`src/rtl/core/srvs_pkg.sv`:
```
// shared constants, types and state encodings for the scan range smoothing block
`default_nettype none
package srvs_pkg;

  localparam int DATA_W      = 16;
  localparam int HALF_WINDOW = 2;
  localparam int WIN_LEN     = 2 * HALF_WINDOW + 1;
  localparam int IDX_W       = $clog2(WIN_LEN);
  localparam int CNT_W       = $clog2(WIN_LEN + 1);
  localparam int SUM_W       = DATA_W + CNT_W;
  localparam int DIV_CNT_W   = $clog2(DATA_W);
  localparam int CFG_IDX_W   = 2;

  localparam logic [CFG_IDX_W-1:0] REG_MIN_RANGE = 2'd0;
  localparam logic [CFG_IDX_W-1:0] REG_MAX_RANGE = 2'd1;

  localparam logic [DATA_W-1:0] MIN_RANGE_RST = 16'd100;
  localparam logic [DATA_W-1:0] MAX_RANGE_RST = 16'd10000;

  typedef logic [IDX_W-1:0]  idx_t;
  typedef logic [CNT_W-1:0]  cnt_t;
  typedef logic [DATA_W-1:0] data_t;

  typedef enum logic [1:0] {
    AVG_IDLE,
    AVG_SUM,
    AVG_DIV
  } avg_state_t;

  typedef enum logic [1:0] {
    ST_IDLE,
    ST_START,
    ST_CALC,
    ST_PUSH
  } ctl_state_t;

  typedef struct packed {
    logic start;
    idx_t lo;
    idx_t hi;
  } avg_req_t;

  typedef struct packed {
    logic  done;
    data_t quo;
  } avg_resp_t;

endpackage
`default_nettype wire

```
`src/rtl/core/scan_range_validate_smooth.sv`:
```
// top level: range validation, sample window, result sequencer and output register
//
// Input channel (in_valid / in_stall): one range sample per transaction with
// in_is_finite and in_scan_last. Samples that are non-finite or outside
// [min_range_mm, max_range_mm] are replaced by max_range_mm, then averaged
// over a centered window of 2*HALF_WINDOW+1 samples that shrinks at scan edges.
// Output channel (out_valid / out_stall): one smoothed sample per transaction,
// out_last on the final result of a scan. Results are held until the scan is
// one window long; on in_scan_last the pending ones are flushed, and a short
// scan comes out cleaned but not averaged.
// Config channel (cfg_valid / cfg_ready, always ready): index 0 min_range_mm,
// index 1 max_range_mm; write only while idle.
// Flow: every result passes the shared averager, a serial accumulate over the
// window span followed by a 16-step divide. An item that yields no result does
// not stall the input. The input stalls until all results of an item are in the
// output register; a stalled output register holds the sequencer. Reset clears
// the scan state, restores the register defaults and empties the output register.
`default_nettype none
module scan_range_validate_smooth (
  input  wire logic                           clk,
  input  wire logic                           rst_n,
  input  wire logic                           in_valid,
  output logic                                in_stall,
  input  wire logic [15:0]                    in_range_mm,
  input  wire logic                           in_is_finite,
  input  wire logic                           in_scan_last,
  output logic                                out_valid,
  input  wire logic                           out_stall,
  output logic [15:0]                         out_smoothed_mm,
  output logic                                out_last,
  input  wire logic                           cfg_valid,
  output logic                                cfg_ready,
  input  wire logic [srvs_pkg::CFG_IDX_W-1:0] cfg_index,
  input  wire logic [15:0]                    cfg_data
);
  import srvs_pkg::*;

  localparam idx_t HI_FULL = idx_t'(2 * HALF_WINDOW);
  localparam idx_t BASE_FIRST = idx_t'(HALF_WINDOW);

  ctl_state_t state_r, state_nxt;
  data_t      min_r, max_r;
  data_t      win_r [WIN_LEN];
  cnt_t       sc_r, sc_nxt;
  logic       started_r, started_nxt;
  cnt_t       n_r, n_nxt;
  idx_t       base_r, base_nxt;
  logic       raw_r, raw_nxt;
  logic       last_r, last_nxt;
  idx_t       j_r, j_nxt;
  logic       ov_r, ov_nxt;
  data_t      od_r, od_nxt;
  logic       ol_r, ol_nxt;

  logic       in_acc;
  data_t      clean;
  cnt_t       sc_inc;
  logic       full;
  logic       has_res;
  cnt_t       n_calc;
  logic       out_free;
  logic       final_res;
  cnt_t       raw_off;
  avg_req_t   req;
  avg_resp_t  resp;
  idx_t       rd_idx;
  data_t      rd_data;

  srvs_avg_unit u_avg (
    .clk     (clk),
    .rst_n   (rst_n),
    .req     (req),
    .rd_data (rd_data),
    .rd_idx  (rd_idx),
    .resp    (resp)
  );

  assign rd_data = win_r[rd_idx];

  assign in_stall        = (state_r != ST_IDLE);
  assign in_acc          = in_valid && !in_stall;
  assign cfg_ready       = 1'b1;
  assign out_valid       = ov_r;
  assign out_smoothed_mm = od_r;
  assign out_last        = ol_r;

  assign clean = (in_is_finite && (in_range_mm >= min_r) && (in_range_mm <= max_r))
                 ? in_range_mm : max_r;
  assign sc_inc  = (sc_r < cnt_t'(WIN_LEN)) ? sc_r + cnt_t'(1) : sc_r;
  assign full    = (sc_inc == cnt_t'(WIN_LEN));
  assign has_res = full || in_scan_last;
  assign n_calc  = full ? (cnt_t'(started_r ? 1 : HALF_WINDOW + 1)
                           + (in_scan_last ? cnt_t'(HALF_WINDOW) : cnt_t'(0)))
                        : sc_inc;

  assign out_free  = !ov_r || !out_stall;
  assign final_res = (cnt_t'(j_r) == n_r - cnt_t'(1));
  assign raw_off   = sc_r - cnt_t'(1) - cnt_t'(j_r);

  always_comb begin
    req.start = (state_r == ST_START);
    if (raw_r) begin
      req.lo = raw_off[IDX_W-1:0];
      req.hi = raw_off[IDX_W-1:0];
    end else if (j_r <= base_r) begin
      req.lo = base_r - j_r;
      req.hi = HI_FULL;
    end else begin
      req.lo = '0;
      req.hi = HI_FULL - (j_r - base_r);
    end
  end

  always_comb begin
    state_nxt = state_r;
    case (state_r)
      ST_IDLE:  if (in_acc && has_res) state_nxt = ST_START;
      ST_START: state_nxt = ST_CALC;
      ST_CALC:  if (resp.done) state_nxt = ST_PUSH;
      ST_PUSH:  if (out_free) state_nxt = final_res ? ST_IDLE : ST_START;
      default:  state_nxt = ST_IDLE;
    endcase
  end

  always_comb begin
    sc_nxt      = sc_r;
    started_nxt = started_r;
    n_nxt       = n_r;
    base_nxt    = base_r;
    raw_nxt     = raw_r;
    last_nxt    = last_r;
    j_nxt       = j_r;
    ov_nxt      = ov_r && out_stall;
    od_nxt      = od_r;
    ol_nxt      = ol_r;
    case (state_r)
      ST_IDLE: begin
        if (in_acc) begin
          sc_nxt   = sc_inc;
          n_nxt    = n_calc;
          base_nxt = started_r ? idx_t'(0) : BASE_FIRST;
          raw_nxt  = !full;
          last_nxt = in_scan_last;
          j_nxt    = '0;
        end
      end
      ST_PUSH: begin
        if (out_free) begin
          ov_nxt = 1'b1;
          od_nxt = resp.quo;
          ol_nxt = last_r && final_res;
          j_nxt  = j_r + idx_t'(1);
          if (final_res) begin
            if (last_r) begin
              sc_nxt      = '0;
              started_nxt = 1'b0;
            end else begin
              started_nxt = 1'b1;
            end
          end
        end
      end
      default: ;
    endcase
  end

  always_ff @(posedge clk) begin
    if (!rst_n) begin
      state_r   <= ST_IDLE;
      sc_r      <= '0;
      started_r <= 1'b0;
      ov_r      <= 1'b0;
      min_r     <= MIN_RANGE_RST;
      max_r     <= MAX_RANGE_RST;
    end else begin
      state_r   <= state_nxt;
      sc_r      <= sc_nxt;
      started_r <= started_nxt;
      ov_r      <= ov_nxt;
      if (cfg_valid && cfg_ready) begin
        case (cfg_index)
          REG_MIN_RANGE: min_r <= cfg_data;
          REG_MAX_RANGE: max_r <= cfg_data;
          default: ;
        endcase
      end
    end
  end

  always_ff @(posedge clk) begin
    n_r    <= n_nxt;
    base_r <= base_nxt;
    raw_r  <= raw_nxt;
    last_r <= last_nxt;
    j_r    <= j_nxt;
    od_r   <= od_nxt;
    ol_r   <= ol_nxt;
    if (in_acc) begin
      win_r[0] <= clean;
      for (int i = 1; i < WIN_LEN; i++) begin
        win_r[i] <= win_r[i-1];
      end
    end
  end

  a_done_in_calc: assert property (@(posedge clk) disable iff (!rst_n)
    resp.done |-> state_r == ST_CALC)
    else $error("averager finished outside of calc state");

  a_scan_count_range: assert property (@(posedge clk) disable iff (!rst_n)
    sc_r <= cnt_t'(WIN_LEN))
    else $error("scan count beyond window length");

  a_result_index: assert property (@(posedge clk) disable iff (!rst_n)
    (state_r == ST_PUSH) |-> (cnt_t'(j_r) < n_r))
    else $error("result index beyond result count");

  a_push_loads_output: assert property (@(posedge clk) disable iff (!rst_n)
    (state_r == ST_PUSH && out_free) |=> ov_r)
    else $error("pushed result did not reach the output register");

endmodule
`default_nettype wire

```
`src/rtl/core/srvs_avg_unit.sv`:
```
// iterative window averager: serial accumulate then restoring divide with round half up
`default_nettype none
module srvs_avg_unit (
  input  wire logic               clk,
  input  wire logic               rst_n,
  input  wire srvs_pkg::avg_req_t req,
  input  wire srvs_pkg::data_t    rd_data,
  output srvs_pkg::idx_t          rd_idx,
  output srvs_pkg::avg_resp_t     resp
);
  import srvs_pkg::*;

  avg_state_t           state_r, state_nxt;
  idx_t                 idx_r, idx_nxt;
  idx_t                 hi_r, hi_nxt;
  logic [SUM_W-1:0]     acc_r, acc_nxt;
  cnt_t                 d_r, d_nxt;
  cnt_t                 rem_r, rem_nxt;
  data_t                quo_r, quo_nxt;
  logic [DIV_CNT_W-1:0] cnt_r, cnt_nxt;
  logic                 done_r, done_nxt;

  cnt_t                 d_new;
  logic [SUM_W-1:0]     acc_sum;
  logic [CNT_W:0]       shifted;
  logic                 ge;

  assign d_new   = cnt_t'(req.hi) - cnt_t'(req.lo) + cnt_t'(1);
  assign acc_sum = acc_r + SUM_W'(rd_data);
  assign shifted = {rem_r, quo_r[DATA_W-1]};
  assign ge      = shifted >= {1'b0, d_r};

  assign rd_idx    = idx_r;
  assign resp.done = done_r;
  assign resp.quo  = quo_r;

  always_comb begin
    state_nxt = state_r;
    case (state_r)
      AVG_IDLE: if (req.start) state_nxt = AVG_SUM;
      AVG_SUM:  if (idx_r == hi_r) state_nxt = AVG_DIV;
      AVG_DIV:  if (cnt_r == '0) state_nxt = AVG_IDLE;
      default:  state_nxt = AVG_IDLE;
    endcase
  end

  always_comb begin
    idx_nxt  = idx_r;
    hi_nxt   = hi_r;
    acc_nxt  = acc_r;
    d_nxt    = d_r;
    rem_nxt  = rem_r;
    quo_nxt  = quo_r;
    cnt_nxt  = cnt_r;
    done_nxt = 1'b0;
    case (state_r)
      AVG_IDLE: begin
        if (req.start) begin
          idx_nxt = req.lo;
          hi_nxt  = req.hi;
          d_nxt   = d_new;
          acc_nxt = SUM_W'(d_new >> 1);
        end
      end
      AVG_SUM: begin
        acc_nxt = acc_sum;
        if (idx_r == hi_r) begin
          rem_nxt = acc_sum[SUM_W-1:DATA_W];
          quo_nxt = acc_sum[DATA_W-1:0];
          cnt_nxt = DIV_CNT_W'(DATA_W - 1);
        end else begin
          idx_nxt = idx_r + idx_t'(1);
        end
      end
      AVG_DIV: begin
        rem_nxt = ge ? cnt_t'(shifted - {1'b0, d_r}) : shifted[CNT_W-1:0];
        quo_nxt = {quo_r[DATA_W-2:0], ge};
        cnt_nxt = cnt_r - DIV_CNT_W'(1);
        if (cnt_r == '0) done_nxt = 1'b1;
      end
      default: ;
    endcase
  end

  always_ff @(posedge clk) begin
    if (!rst_n) begin
      state_r <= AVG_IDLE;
      done_r  <= 1'b0;
      cnt_r   <= '0;
    end else begin
      state_r <= state_nxt;
      done_r  <= done_nxt;
      cnt_r   <= cnt_nxt;
    end
  end

  always_ff @(posedge clk) begin
    idx_r <= idx_nxt;
    hi_r  <= hi_nxt;
    acc_r <= acc_nxt;
    d_r   <= d_nxt;
    rem_r <= rem_nxt;
    quo_r <= quo_nxt;
  end

endmodule
`default_nettype wire
```
`config.mk`:
```
export PLATFORM = sky130hd
export DESIGN_NAME = scan_range_validate_smooth
export DESIGN_NICKNAME = d
export VERILOG_FILES = /design/src/rtl/core/srvs_pkg.sv /design/src/rtl/core/scan_range_validate_smooth.sv /design/src/rtl/core/srvs_avg_unit.sv
export SDC_FILE = /design/constraint.sdc
export NUM_CORES = 1
export LEC_CHECK = 0
export BUFFER_PORTS_ARGS = -buffer_cell sky130_fd_sc_hd__buf_2
export CORE_MARGIN = 3
export CORE_UTILIZATION = 60
export CTS_CLUSTER_DIAMETER = 200
export CTS_CLUSTER_SIZE = 14
export DETAILED_ROUTE_END_ITERATION = 8
export PLACE_DENSITY = 0.79
export SLEW_MARGIN = 20
export SYNTH_ARGS = -nofsm -noshare
export SYNTH_HDL_FRONTEND = slang
export SYNTH_SLANG_ARGS = --single-unit
```
`constraint.sdc`:
```
create_clock -name clk -period 5.3 [get_ports clk]
set_clock_uncertainty 0.15 [all_clocks]
set_input_delay 0.795 -clock clk [delete_from_list [all_inputs] [get_ports clk]]
set_output_delay 0.795 -clock clk [all_outputs]
set_load 0.01 [all_outputs]
```
# After elaboration in Yosys (flattened, before gate mapping)
# Memory sizes are Yosys's and may differ from the RTL's. A register that Yosys moved wholly into a read port is not among the register bits.
# Cells that the tools add are included.
[word_totals] elab_cells=140 reg_bits=121 n_memories=1 input_bits=41 mem_bits_rw=80 out_inout_bits=20
[classes] eq_ne=19 add_sub_neg=15 n_mux=44 n_lt_le_gt_ge=5 reduce_logical=34
[mem_list] memory="win_r" words=5 word_bits=16 rd=5 rd_clocked_by_memory_dff=1 wr=5 line_no="scan_range_validate_smooth.sv:43" source="data_t win_r [WIN_LEN];"
[ops] cell="3-bit two-way mux" count=13
[ops] cell="19-bit one-hot mux with 2 select lines" count=1
[ops] cell="16-bit two-way mux" count=2
[ops] cell="16-bit one-hot mux with 2 select lines" count=1
[ops] cell="3-bit one-hot mux with 2 select lines" count=4
[ops] cell="19-bit by 16-bit adder with 19-bit output" count=1
[ops] cell="19-bit two-way mux" count=1
[ops] cell="2-bit two-way mux" count=9
[ops] cell="16-bit >= comparator" count=1
[ops] cell="16-bit less-or-equal comparator" count=1
[ops] cell="2-bit AND reduction" count=8
[ops] cell="3-bit AND reduction" count=5
[ops] cell="3-bit subtractor" count=5
[ops] cell="2-bit != test, second input constant" count=7
[ops] cell="3-bit by 1-bit adder with 3-bit output, second input constant" count=4
[ops] cell="6-bit two-way mux" count=2
[ops] cell="2-bit one-hot mux with 4 select lines" count=1
[ops] cell="4-bit one-hot mux with 2 select lines" count=1
[ops] cell="2-bit nonzero test" count=4
[ops] cell="1-bit two-way mux" count=7
[ops] cell="2-bit by 1-bit == test with 1-bit output, second input constant" count=3
[ops] cell="2-bit == test, second input constant" count=3
[ops] cell="3-bit == test" count=2
[ops] cell="1-bit logical AND" count=6
[ops] cell="16 further kinds" count=25

# Depth between registers and ports, before layout
# Gate-level depths: netlist (run 1).
[logic_depth] ltp_word=8 mapped_depth=12 mapped_depth_nobuf=11

# Hierarchy
# From an unflattened synthesis (run 1), not the netlist that was laid out.
[hier_totals] cells_unflattened=832 hier_area_um2=10053.4
[modules_own_cells] mod="scan_range_validate_smooth" area_per_inst_um2=6821.5 n_inst=1 cells_each=517
[modules_own_cells] mod="srvs_avg_unit" area_per_inst_um2=3231.8 n_inst=1 cells_each=315

# Worst setup path after synthesis (run 1)
# Ideal clock, no wire load.
[synth_path] path_type="reg-to-reg" startpoint="register (tool-made name)" endpoint="register u_avg.rem_r[1] (data pin)" arrival_time_ps=3410 setup_slack_ps=1470 required_ps=4880 path_stages_with_launch=13 path_cell_list="dfxtp_1 > clkbuf_1 > buf_2 > mux4_2 > mux2_2 > ha_1 > clkbuf_1 > and4_1 > and3_1 > a22oi_1 > nor2_1 > o21ai_0 > or3b_2"
[synth_lines] element="end signal, assigned" line_no="srvs_avg_unit.sv:102" source="rem_r <= rem_nxt;"
[synth_lines] element="end, declared" line_no="srvs_avg_unit.sv:18" source="cnt_t rem_r, rem_nxt;"

==> reports/qor.txt, run 1 <==
io pins: 61
Synth Area in Simple Gates: 10.1%
#FFs+latches synth: 202
Post-Route WL: 19,300 um
GR Overflow Total: 0
Yosys top cell by area: edfxtp_1
initial antenna violation count: 0
DRT antenna net count: 0
Initial Util: 62.2%
clk_lat worst skew: 0.49 ns
die height: 136 um
ant diodes: 0
first drt pass iteration count: 5
primary flip-flop cell chosen by synthesis mapping: edfxtp_1
IO buf count: 59
leak pwr: 4.21 nW
H-tree Lvls: 1
largest family of logic cells by synthesized area: compound AO/OA/AOI/OAI gates
vias in the first global route: 6,440
met1 wire length: 8840 um
DR WL/cell: 17.3 um
relative slew slack: 37.0%
Post-synth EDFFs: 153
ranking of synthesized cells by area: edfxtp_1, dfxtp_1, ha_1
Final Max Slew Viols: 0
Adder-Cell Fraction of Synth Area: 8.88%
layout cells sized above 1: 16.3%
setup violators final: 0
Seq/Total Area, Yosys: 55.4%
maxcap violations: 0
XOR/XNOR Fraction of Synth Area: 2.52%
CP Launch Type: flop
Slew @ Worst Pin: 0.945 ns
routed vias: 6,420
Avg Inst Size Synth: 11.9 um2
final critical-path share of the clock period: 70.9%
post-CTS sizing: 0
Rows: 46
RSZ-0062 raised after global routing: false
Max clock buf depth: 3
met3 WL post-DR: 812 um
Worst Path Max Fanout: 16
met2 WL: 9170 um
most frequent cells in the layout: edfxtp_1, nand2_1, ha_1
first-pass GRT wire length: 31,900 um
CTS tree: done
YS warnings: 0
largest net degree at the start of global routing: 56
Setup CP Type: flop to flop
total power: 6.55 mW
TritonCTS Buffers: 18
DRC: 0
P per Cell Area: 591 mW/mm2
post-synthesis compound-gate area fraction: 11.3%
mapped cell area: 0.0101 mm2
Die W: 136 um
min-delay src: win_r[3][0]$_DFFE_PP_
area share of the largest cell type after synthesis: 45.6%
HPWL Detailed: 13,600 um
leading cell type in the layout, fill and taps excluded: edfxtp_1
drt first-iter violations: 552
highest metal used: met4
min cycle time layout: 3.76 ns
cts hold-fix bufs: 0
CTS root buffer: clkbuf_16
Die ar.: 0.0184 mm2
Syn Inst Count: 843
ys async rst share: 0%
Clock Sinks: 202
GPL Wtd Cong: 0.942
Total GRT Usage: 21.7%
Final nets: 1,006
CP Capture Type: flop
worst hold path class: flop to flop
Max VDD drop: 352 uV
Via-to-Cell Ratio: 5.74
fraction of synthesized area in multiplexers: 8.24%
Max Fclk: 266 MHz
WP data arrival: 3.84 ns
Area Overhead vs Synth: 10.1%
CORE AREA: 0.0162 mm2
Setup Fix Bufs, Post-CTS: 0
Req. time, crit path: 5.38 ns
Synthesized Nets: 953
post-synth cell types: 64
Final TNS setup: 0 ns
outcome: completed
clock transition at the registers of the reported paths: 0.07 ns
Final Hold Vio Count: 0
## state kept, by name (all words and copies together), names as in the netlist, named ones only
register / cells
out_valid: 1
state_r: 2
last_r: 1
raw_r: 1
u_avg.d_r: 3
win_r: 80
u_avg.cnt_r: 4
max_r: 16
u_avg.rem_r: 3
n_r: 3
out_smoothed_mm: 16
started_r: 1
u_avg.hi_r: 3
min_r: 16
u_avg.rd_idx: 3
sc_r: 3
u_avg.state_r: 2
u_avg.done_r: 1
base_r: 1
u_avg.acc_r: 19
j_r: 3
out_last: 1
u_avg.quo_r: 16
## final timing paths
check	endpoint	slack, ns	depth (start not counted)
max	u_avg.rem_r[1]$_DFFE_PP_	1.54	9
min reg2reg	win_r[4][0]$_DFFE_PP_	0.29	0
max reg2reg	u_avg.rem_r[1]$_DFFE_PP_	1.54	9
min	win_r[4][0]$_DFFE_PP_	0.29	0
## power breakdown
| group | switching [mW] | internal (mW) | total (mW) |
|---|---|---|---|
| clock | 0.537 | 0.652 | 1.19 |
| combinational | 1.61 | 1.12 | 2.73 |
| sequential | 0.263 | 2.36 | 2.62 |
## per-layer routing
metal / GRT usage, % / vias up
met3: 3.27 / 41
met5: 0 / -
met2: 36.0 / 163
li1: - / 3158
met4: 5.15 / 0
met1: 30.4 / 3058
## synth_stat cells (13+ instances only)
master	instances
dfxtp_1	49
nand2_1	116
inv_1	60
xnor2_1	16
mux2_2	23
mux4_2	16
ha_1	65
clkbuf_1	27
xor2_1	13
edfxtp_1	153
nor2_1	42
o21ai_0	39
a21oi_1	36
a21boi_0	29
## cell families (layout without fill, tap and decap cells)
kind of cell,count (synthesis),after routing
multiplexers,55,55
other,1,1
flip-flops,202,202
buffers and inverters,91,150
XOR/XNOR,29,29
AND/OR/NAND/NOR,224,224
adder cells (fa/ha/maj),69,69
AO/OA/AOI/OAI,172,172
## per-stage QoR
step	util (%)	setup WS (ns)	cell area, um2	hold WS (ns)	instances
after floorplan	-	1.47	10100	0.271	843
after global placement	65.2	1.71	10600	0.271	1092
after detailed placement	65.2	1.63	10600	0.278	1092
after CTS	68.4	1.64	11100	0.292	1118
after global routing	68.5	1.38	11100	0.305	1118
final	68.5	1.54	11100	0.292	1118
## worst max-delay path: stages (launching register included)
cell and delay (ns):
dfxtp_1 0.87, mux4_2 0.40, mux2_2 0.27, ha_1 0.36, a21o_1 0.24, a31o_2 0.23, a41oi_1 0.17, o21ai_0 0.18
o21ai_0 0.18, or3b_2 0.45
## cell type report
type	instances	area, um2
clock buffer	25	498
clock inverter	1	8.76
fill	1146	5090
inverter	60	226
multi-input combinational	550	4170
sequential	202	5580
tap	216	270
timing repair buffer	64	333
No activity file was read; power rests on OpenSTA's default activity.
==> run 2, diff against run 1 <==
--- a/config.mk
+++ b/config.mk
@@ -5,6 +5,7 @@
 export SDC_FILE = /design/constraint.sdc
 export NUM_CORES = 1
 export LEC_CHECK = 0
+export ABC_AREA = 1
 export BUFFER_PORTS_ARGS = -buffer_cell sky130_fd_sc_hd__buf_2
 export CORE_MARGIN = 3
 export CORE_UTILIZATION = 60
==> constraint.sdc (replaced) <==
create_clock -name clk -period 3.65 [get_ports clk]
set_clock_uncertainty 0.15 [all_clocks]
set_input_delay 0.5475 -clock clk [delete_from_list [all_inputs] [get_ports clk]]
set_output_delay 0.5475 -clock clk [all_outputs]
set_load 0.01 [all_outputs]
==> reports/qor.txt, run 2 <==
relative slew slack: 38.8% (+1.8 points)
CORE AREA: 0.0166 mm2 (+2.9%)
Clock Sinks: 202 (unchanged)
CP endpoint: u_avg.acc_r[16]$_SDFFCE_PN0P_
Setup WS pre-CTS: 0.714 ns (-0.917 ns)
ys async rst share: 0% (unchanged)
DRC: 0 (unchanged)
Setup CP Type: flop to flop
Seq pwr share: 38.0% (-2.1 points)
r2r setup slk: 0.66 ns (-0.88 ns)
Max VDD drop: 540 uV (+54%)
Post-synth EDFFs: 153 (unchanged)
Post-Route WL: 20,300 um (+5.3%)
layout cells sized above 1: 10.2% (-6.1 points)
HPWL Detailed: 14,800 um (+9.2%)
Worst Path Max Fanout: 16 (unchanged)
Rows: 47 (+2.2%)
max FFs per register: 80 (unchanged)
clock transition at the registers of the reported paths: 0.07 ns (about the same)
initial antenna violation count: 0 (unchanged)
Syn Inst Count: 1,089 (+29%)
Seq/Total Area, Yosys: 54.4% (-0.95 points)
GR Overflow Total: 0 (unchanged)
post-CTS sizing: 0 (unchanged)
cell total after placement: 1,341 (+23%)
RSZ-0062 raised after global routing: false
Avg Inst Size Synth: 9.40 um2 (-21%)
count leader, synth: nand2_1
first drt pass iteration count: 5 (unchanged)
vias in the first global route: 6,999 (+8.7%)
Setup WS post-layout: 0.665 ns (-0.878 ns)
post-synth cell types: 46 (-28%)
ranking of synthesized cells by area: edfxtp_1, dfxtp_1, nand2_1
CTS tree: done
maxcap violations: 0 (unchanged)
Crit path largest cell delay: 0.46 ns (-0.41 ns)
CP Capture Type: flop
Layout Cells excl Fill: 1,368 (+22%)
Slew @ Worst Pin: 0.916 ns (-0.0288 ns)
Final Hold Vio Count: 0 (unchanged)
Psw: 4.11 mW (+70%)
Area Overhead vs Synth: 9.65%
DRT antenna net count: 0 (unchanged)
largest net degree at the start of global routing: 65 (+16%)
Final TNS setup: 0 ns (unchanged)
Final Max Slew Viols: 0 (unchanged)
cell breakdown of the critical path: inv_1 -> o21ai_0 -> o22ai_1 -> nand2_1 -> o21ai_0 -> inv_1 -> fa_1 -> nor2_1 -> nor2_1 -> o21ai_2 -> nand3_1 -> nand2_1 -> nand2_1 -> nand2_1 -> nor2_1
DR WL/cell: 14.9 um (-14%)
final critical-path share of the clock period: 81.8% (+11 points)
Die W: 137 um (+0.83%)
critical path depth: 15 (+6)
YS warnings: 0 (unchanged)
drt first-iter violations: 489 (-11%)
GPL Wtd Cong: 0.838 (-11%)
Setup Fix Bufs, Post-CTS: 0 (unchanged)
H-tree Lvls: 1 (unchanged)
leak pwr: 4.74 nW (+12%)
CP Launch Type: flop
Int Power: 5.93 mW (+44%)
IO buf count: 59 (unchanged)
Most flops, register: win_r
Initial Util: 61.5% (-0.70 points)
min cycle time layout: 2.99 ns (-0.772 ns)
leading cell type in the layout, fill and taps excluded: nand2_1
Via-to-Cell Ratio: 5.41 (-5.8%)
Max Fclk: 335 MHz (+26%)
Synthesized Nets: 1,199 (+26%)
routed vias: 7,399 (+15%)
Clock Power Share: 17.1% (-1.1 points)
met1 wire length: 9290 um (+5.1%)
cts hold-fix bufs: 0 (unchanged)
CTS root buffer: clkbuf_16
met2 WL: 9620 um (+4.9%)
fin area: 0.0112 mm2 (+1.4%)
Crit path buffers/inverters: 2 (+2)
Area after DPL: 0.0107 mm2 (+1.7%)
die height: 137 um (+0.83%)
ant diodes: 0 (unchanged)
P per Cell Area: 894 mW/mm2 (+51%)
TritonCTS Buffers: 18 (unchanged)
Final nets: 1,251 (+24%)
clk_lat worst skew: 0.50 ns (about the same)
highest metal used: met4
slowest CP cell: fa_1
worst hold path class: input pin to flop
Commonest cells post-synth: nand2_1, edfxtp_1, nor2_1, inv_1, o21ai_0
CP most frequent cell: nand2_1
setup violators final: 0 (unchanged)
mapped cell area: 0.0102 mm2 (+1.7%)
outcome: completed
Comb power frac: 44.9% (+3.1 points)
Sw Ratio: 41.0% (+4.1 points)
WP data arrival: 3.06 ns (-0.78 ns)
CP top delay family: simple AND/OR/NAND/NOR gates
io pins: 61 (unchanged)
area share of the largest cell type after synthesis: 44.9% (-0.78 points)
met3 WL post-DR: 966 um (+19%)
worst hold slack: 0.132 ns (-0.161 ns)
Yosys top cell by area: edfxtp_1
Req. time, crit path: 3.72 ns (-1.66 ns)
Total GRT Usage: 22.0% (+0.31 points)
Max clock buf depth: 3 (unchanged)
first-pass GRT wire length: 33,100 um (+4.0%)
FF-to-FF path depth: 15 (+6)
primary flip-flop cell chosen by synthesis mapping: edfxtp_1
Reg-to-Reg End: u_avg.acc_r[16]$_SDFFCE_PN0P_
most frequent cells in the layout: nand2_1, edfxtp_1, nor2_1
largest registers: win_r: 80 flops, u_avg.acc_r: 19 flops
Die ar.: 0.0187 mm2 (+1.7%)
#FFs+latches synth: 202 (unchanged)
## run 2: power groups by stage
stage               clock, mW  combinational [mW]  sequential [mW]
CTS                      1.76                4.48             3.82
global route             1.85                5.09             3.87
detailed placement          0                4.46             3.86
finish                   1.72                4.51             3.82
floorplan                   0                3.39             3.75
global placement            0                4.35             3.83
## run 2: cells by family (layout without fill, tap and decap cells)
family,Yosys count,after routing,share of synthesized area [%]
AND/OR/NAND/NOR,450,450,18.8
flip-flops,202,202,54.4
buffers and inverters,157,216,6.01
adder cells (fa/ha/maj),69,69,8.72
AO/OA/AOI/OAI,188,188,10.1
other,1,1,0.0366
XOR/XNOR,22,22,1.95
## run 2: layer usage
layer / vias to the layer above / GRT usage, %
li1: 3781 / -
met1: 3409 / 30.2
met2: 176 / 36.8
met3: 33 / 3.57
met4: 0 / 5.38
met5: - / 0
## run 2: area by class of cell
class / count / area [um2]
clock buffers: 25 / 477
fillers: 1296 / 5410
inverters: 122 / 459
repair buffers: 67 / 368
flip-flops and latches: 202 / 5580
clock inverters: 2 / 25.0
well taps: 220 / 275
multi-input cells: 730 / 4050
## run 2: worst min path at each step
stage / startpoint / endpoint / slack [ns] / cells past startpoint
6_report: cfg_data[2] / min_r[2]$_SDFFE_PN1P_ / 0.13 / 3
5_1_grt: in_scan_last / last_r$_DFFE_PP_ / 0.12 / 1
4_1_cts: in_scan_last / last_r$_DFFE_PP_ / 0.11 / 1
3_5_place_dp: win_r[3][13]$_DFFE_PP_ / win_r[4][13]$_DFFE_PP_ / 0.28 / 0
3_3_place_gp: win_r[3][7]$_DFFE_PP_ / win_r[4][7]$_DFFE_PP_ / 0.27 / 0
2_1_floorplan: win_r[1][0]$_DFFE_PP_ / win_r[2][0]$_DFFE_PP_ / 0.27 / 0
## run 2: per-stage QoR
stage                     total power [mW]  utilization, %
after detailed placement              8.32            64.5
after floorplan                       7.14               -
after global placement                8.18            64.5
final                                 10.0            67.5
after global routing                  10.8            67.5
after CTS                             10.1            67.5
## run 2: worst reg2reg max path, stage by stage (launching register included)
cell and delay, ns:
dfxtp_1 0.31, inv_1 0.37, o21ai_0 0.17, o22ai_1 0.16, nand2_1 0.08, o21ai_0 0.13
inv_1 0.10, fa_1 0.46, nor2_1 0.12, nor2_1 0.08, o21ai_2 0.18, nand3_1 0.13
nand2_1 0.09, nand2_1 0.06, nand2_1 0.08, nor2_1 0.04
==> run 3, diff against run 2 <==
--- a/config.mk
+++ b/config.mk
@@ -8,11 +8,11 @@
 export ABC_AREA = 1
 export BUFFER_PORTS_ARGS = -buffer_cell sky130_fd_sc_hd__buf_2
 export CORE_MARGIN = 3
-export CORE_UTILIZATION = 60
+export CORE_UTILIZATION = 55
 export CTS_CLUSTER_DIAMETER = 200
 export CTS_CLUSTER_SIZE = 14
 export DETAILED_ROUTE_END_ITERATION = 8
-export PLACE_DENSITY = 0.79
+export PLACE_DENSITY = 0.76
 export SLEW_MARGIN = 20
 export SYNTH_ARGS = -nofsm -noshare
 export SYNTH_HDL_FRONTEND = slang
==> constraint.sdc (replaced) <==
create_clock -name clk -period 2.6 [get_ports clk]
set_clock_uncertainty 0.15 [all_clocks]
set_input_delay 0.39 -clock clk [delete_from_list [all_inputs] [get_ports clk]]
set_output_delay 0.39 -clock clk [all_outputs]
set_load 0.01 [all_outputs]
==> reports/qor.txt, run 3 (same netlist as run 2, synthesis figures left out) <==
r2r setup slk: -0.20 ns (-0.87 ns)
largest net degree at the start of global routing: 35 (-46%)
Rows: 49 (+4.3%)
Final nets: 1,314 (+5.0%)
outcome: finished, violations left
Max Fclk: 357 MHz (+6.5%)
Max clock buf depth: 3 (unchanged)
Via-to-Cell Ratio: 5.57 (+3.0%)
CP Capture Type: flop
Setup WS post-layout: -0.204 ns (-0.868 ns)
cell total after placement: 1,388 (+3.5%)
Req. time, crit path: 2.68 ns (-1.04 ns)
relative slew slack: 56.7% (+18 points)
most frequent cells in the layout: nand2_1, edfxtp_1, nor2_1
Slew @ Worst Pin: 0.649 ns (-0.267 ns)
P per Cell Area: 1430 mW/mm2 (+60%)
Final Hold Vio Count: 0 (unchanged)
Die ar.: 0.0203 mm2 (+8.7%)
GPL Wtd Cong: 0.950 (+13%)
Clock Sinks: 202 (unchanged)
H-tree Lvls: 1 (unchanged)
routed vias: 8,053 (+8.8%)
Final TNS setup: -3.25 ns (-3.25 ns)
ant diodes: 0 (unchanged)
CTS root buffer: clkbuf_16
clk_lat worst skew: 0.48 ns (-0.02 ns)
clock transition at the registers of the reported paths: 0.07 ns (about the same)
failing checks: setup timing
max FFs per register: 80 (unchanged)
Area Overhead vs Synth: 21.3%
DRT antenna net count: 0 (unchanged)
HPWL Detailed: 15,400 um (+3.7%)
GR Overflow Total: 0 (unchanged)
largest registers: win_r: 80 flops, u_avg.acc_r: 19 flops
TritonCTS Buffers: 18 (unchanged)
DR WL/cell: 16.3 um (+9.7%)
layout cells sized above 1: 22.9% (+13 points)
final critical-path share of the clock period: 108% (+26 points)
first-pass GRT wire length: 36,900 um (+11%)
CP Launch Type: flop
leak pwr: 5.25 nW (+11%)
die height: 142 um (+4.3%)
drt first-iter violations: 628 (+28%)
Setup CP Type: flop to flop
IO buf count: 59 (unchanged)
Worst Path Max Fanout: 16 (unchanged)
CORE AREA: 0.0181 mm2 (+9.0%)
min cycle time layout: 2.80 ns (-0.182 ns)
worst hold slack: 0.0249 ns (-0.107 ns)
vias in the first global route: 7,704 (+10%)
maxcap violations: 0 (unchanged)
Final Max Slew Viols: 0 (unchanged)
setup violators final: 27 (+27)
WP data arrival: 2.88 ns (-0.18 ns)
Reg-to-Reg End: u_avg.quo_r[11]$_DFFE_PP_
Max VDD drop: 842 uV (+56%)
Most flops, register: win_r
FF-to-FF path depth: 13 (-2)
initial antenna violation count: 0 (unchanged)
Die W: 142 um (+4.3%)
hold depth: 3 (unchanged)
io pins: 61 (unchanged)
Post-Route WL: 23,600 um (+16%)
CTS tree: done
Total GRT Usage: 22.2% (+0.21 points)
DRC: 0 (unchanged)
min-delay src: cfg_data[0]
leading cell type in the layout, fill and taps excluded: nand2_1
Min-Delay Endpoint: min_r[0]$_SDFFE_PN0P_
first drt pass iteration count: 5 (unchanged)
RSZ-0062 raised after global routing: true
Layout Cells excl Fill: 1,445 (+5.6%)
worst hold path class: input pin to flop
Initial Util: 56.4% (-5.1 points)
run 3: changes by cell type in the layout (fill, tap and decap cells not counted), sizes merged:
| cell | before | now |
|---|---|---|
| buf | 67 | 120 |
| dlygate4sd3 | 0 | 8 |
| clkinvlp | 0 | 1 |
| clkinv | 4 | 2 |
| clkbuf | 25 | 32 |
| bufbuf | 0 | 1 |
run 3: worst max-delay path by stage:
stage	to	slack, ns	depth (start not counted)
detailed placement	u_avg.quo_r[8]$_DFFE_PP_	-0.25	13
finish	u_avg.quo_r[11]$_DFFE_PP_	-0.20	13
global route	u_avg.rem_r[2]$_DFFE_PP_	-0.40	18
global placement	u_avg.rem_r[1]$_DFFE_PP_	-0.20	11
floorplan	base_r[1]$_DFFE_PP_	0.002	4
CTS	u_avg.rem_r[0]$_DFFE_PP_	-0.19	16
run 3: repair_timing:
| item | CTS | global route |
|---|---|---|
| setup endpoints to repair | 28 | 32 |
| gates resized for setup | 83 | 78 |
| pin swaps | 42 | 59 |
| setup buffers | 12 | 3 |
| endpoints found under the hold margin | 8 | 0 |
| cloned | 2 | 1 |
| hold buffers | 8 | 0 |
run 3: layout make-up:
class	count	area, um2
fill	1302	5720
sequential	202	5580
multi-input combinational	730	4550
timing repair buffer	130	1020
clock buffer	31	520
inverter	122	464
tap	229	287
clock inverter	1	8.76
run 3: worst max-delay path: stages (launching register included):
cell	delay [ns]
dfxtp_4	0.39
inv_4	0.06
bufbuf_16	0.28
o21ai_0	0.21
a31oi_1	0.13
ha_1	0.35
a21oi_2	0.23
nor2_2	0.05
nor2_2	0.15
nand2_4	0.10
nand2_2	0.09
nand4_1	0.15
nand3_1	0.14
nand2_1	0.07
run 3: where the power goes:
part | switching, mW | total, mW | leakage (nW) | internal (mW)
clock network | 1.13 | 2.50 | 0.253 | 1.37
logic | 5.80 | 9.88 | 3.15 | 4.08
registers | 0.507 | 5.40 | 1.84 | 4.90
total | 7.44 | 17.8 | 5.25 | 10.3
run 3: per-stage QoR:
| step | total power, mW | instance area, um2 | utilization, % | setup slack, ns |
|---|---|---|---|---|
| 2_1_floorplan | 10.0 | 10300 | - | 0.00205 |
| 3_3_place_gp | 12.3 | 11100 | 61.2 | -0.197 |
| 3_5_place_dp | 12.5 | 11100 | 61.2 | -0.246 |
| 4_1_cts | 16.3 | 12100 | 66.8 | -0.186 |
| 5_1_grt | 18.9 | 12400 | 68.5 | -0.404 |
| 6_report | 17.8 | 12400 | 68.5 | -0.204 |
run 3: layer usage:
metal | up-vias | routed length (um) | track usage (%)
met5 | - | 0 | 0
met4 | 0 | 823 | 7.85
met3 | 66 | 1220 | 2.92
met2 | 289 | 11500 | 38.0
met1 | 3774 | 9980 | 29.2
li1 | 3924 | - | -
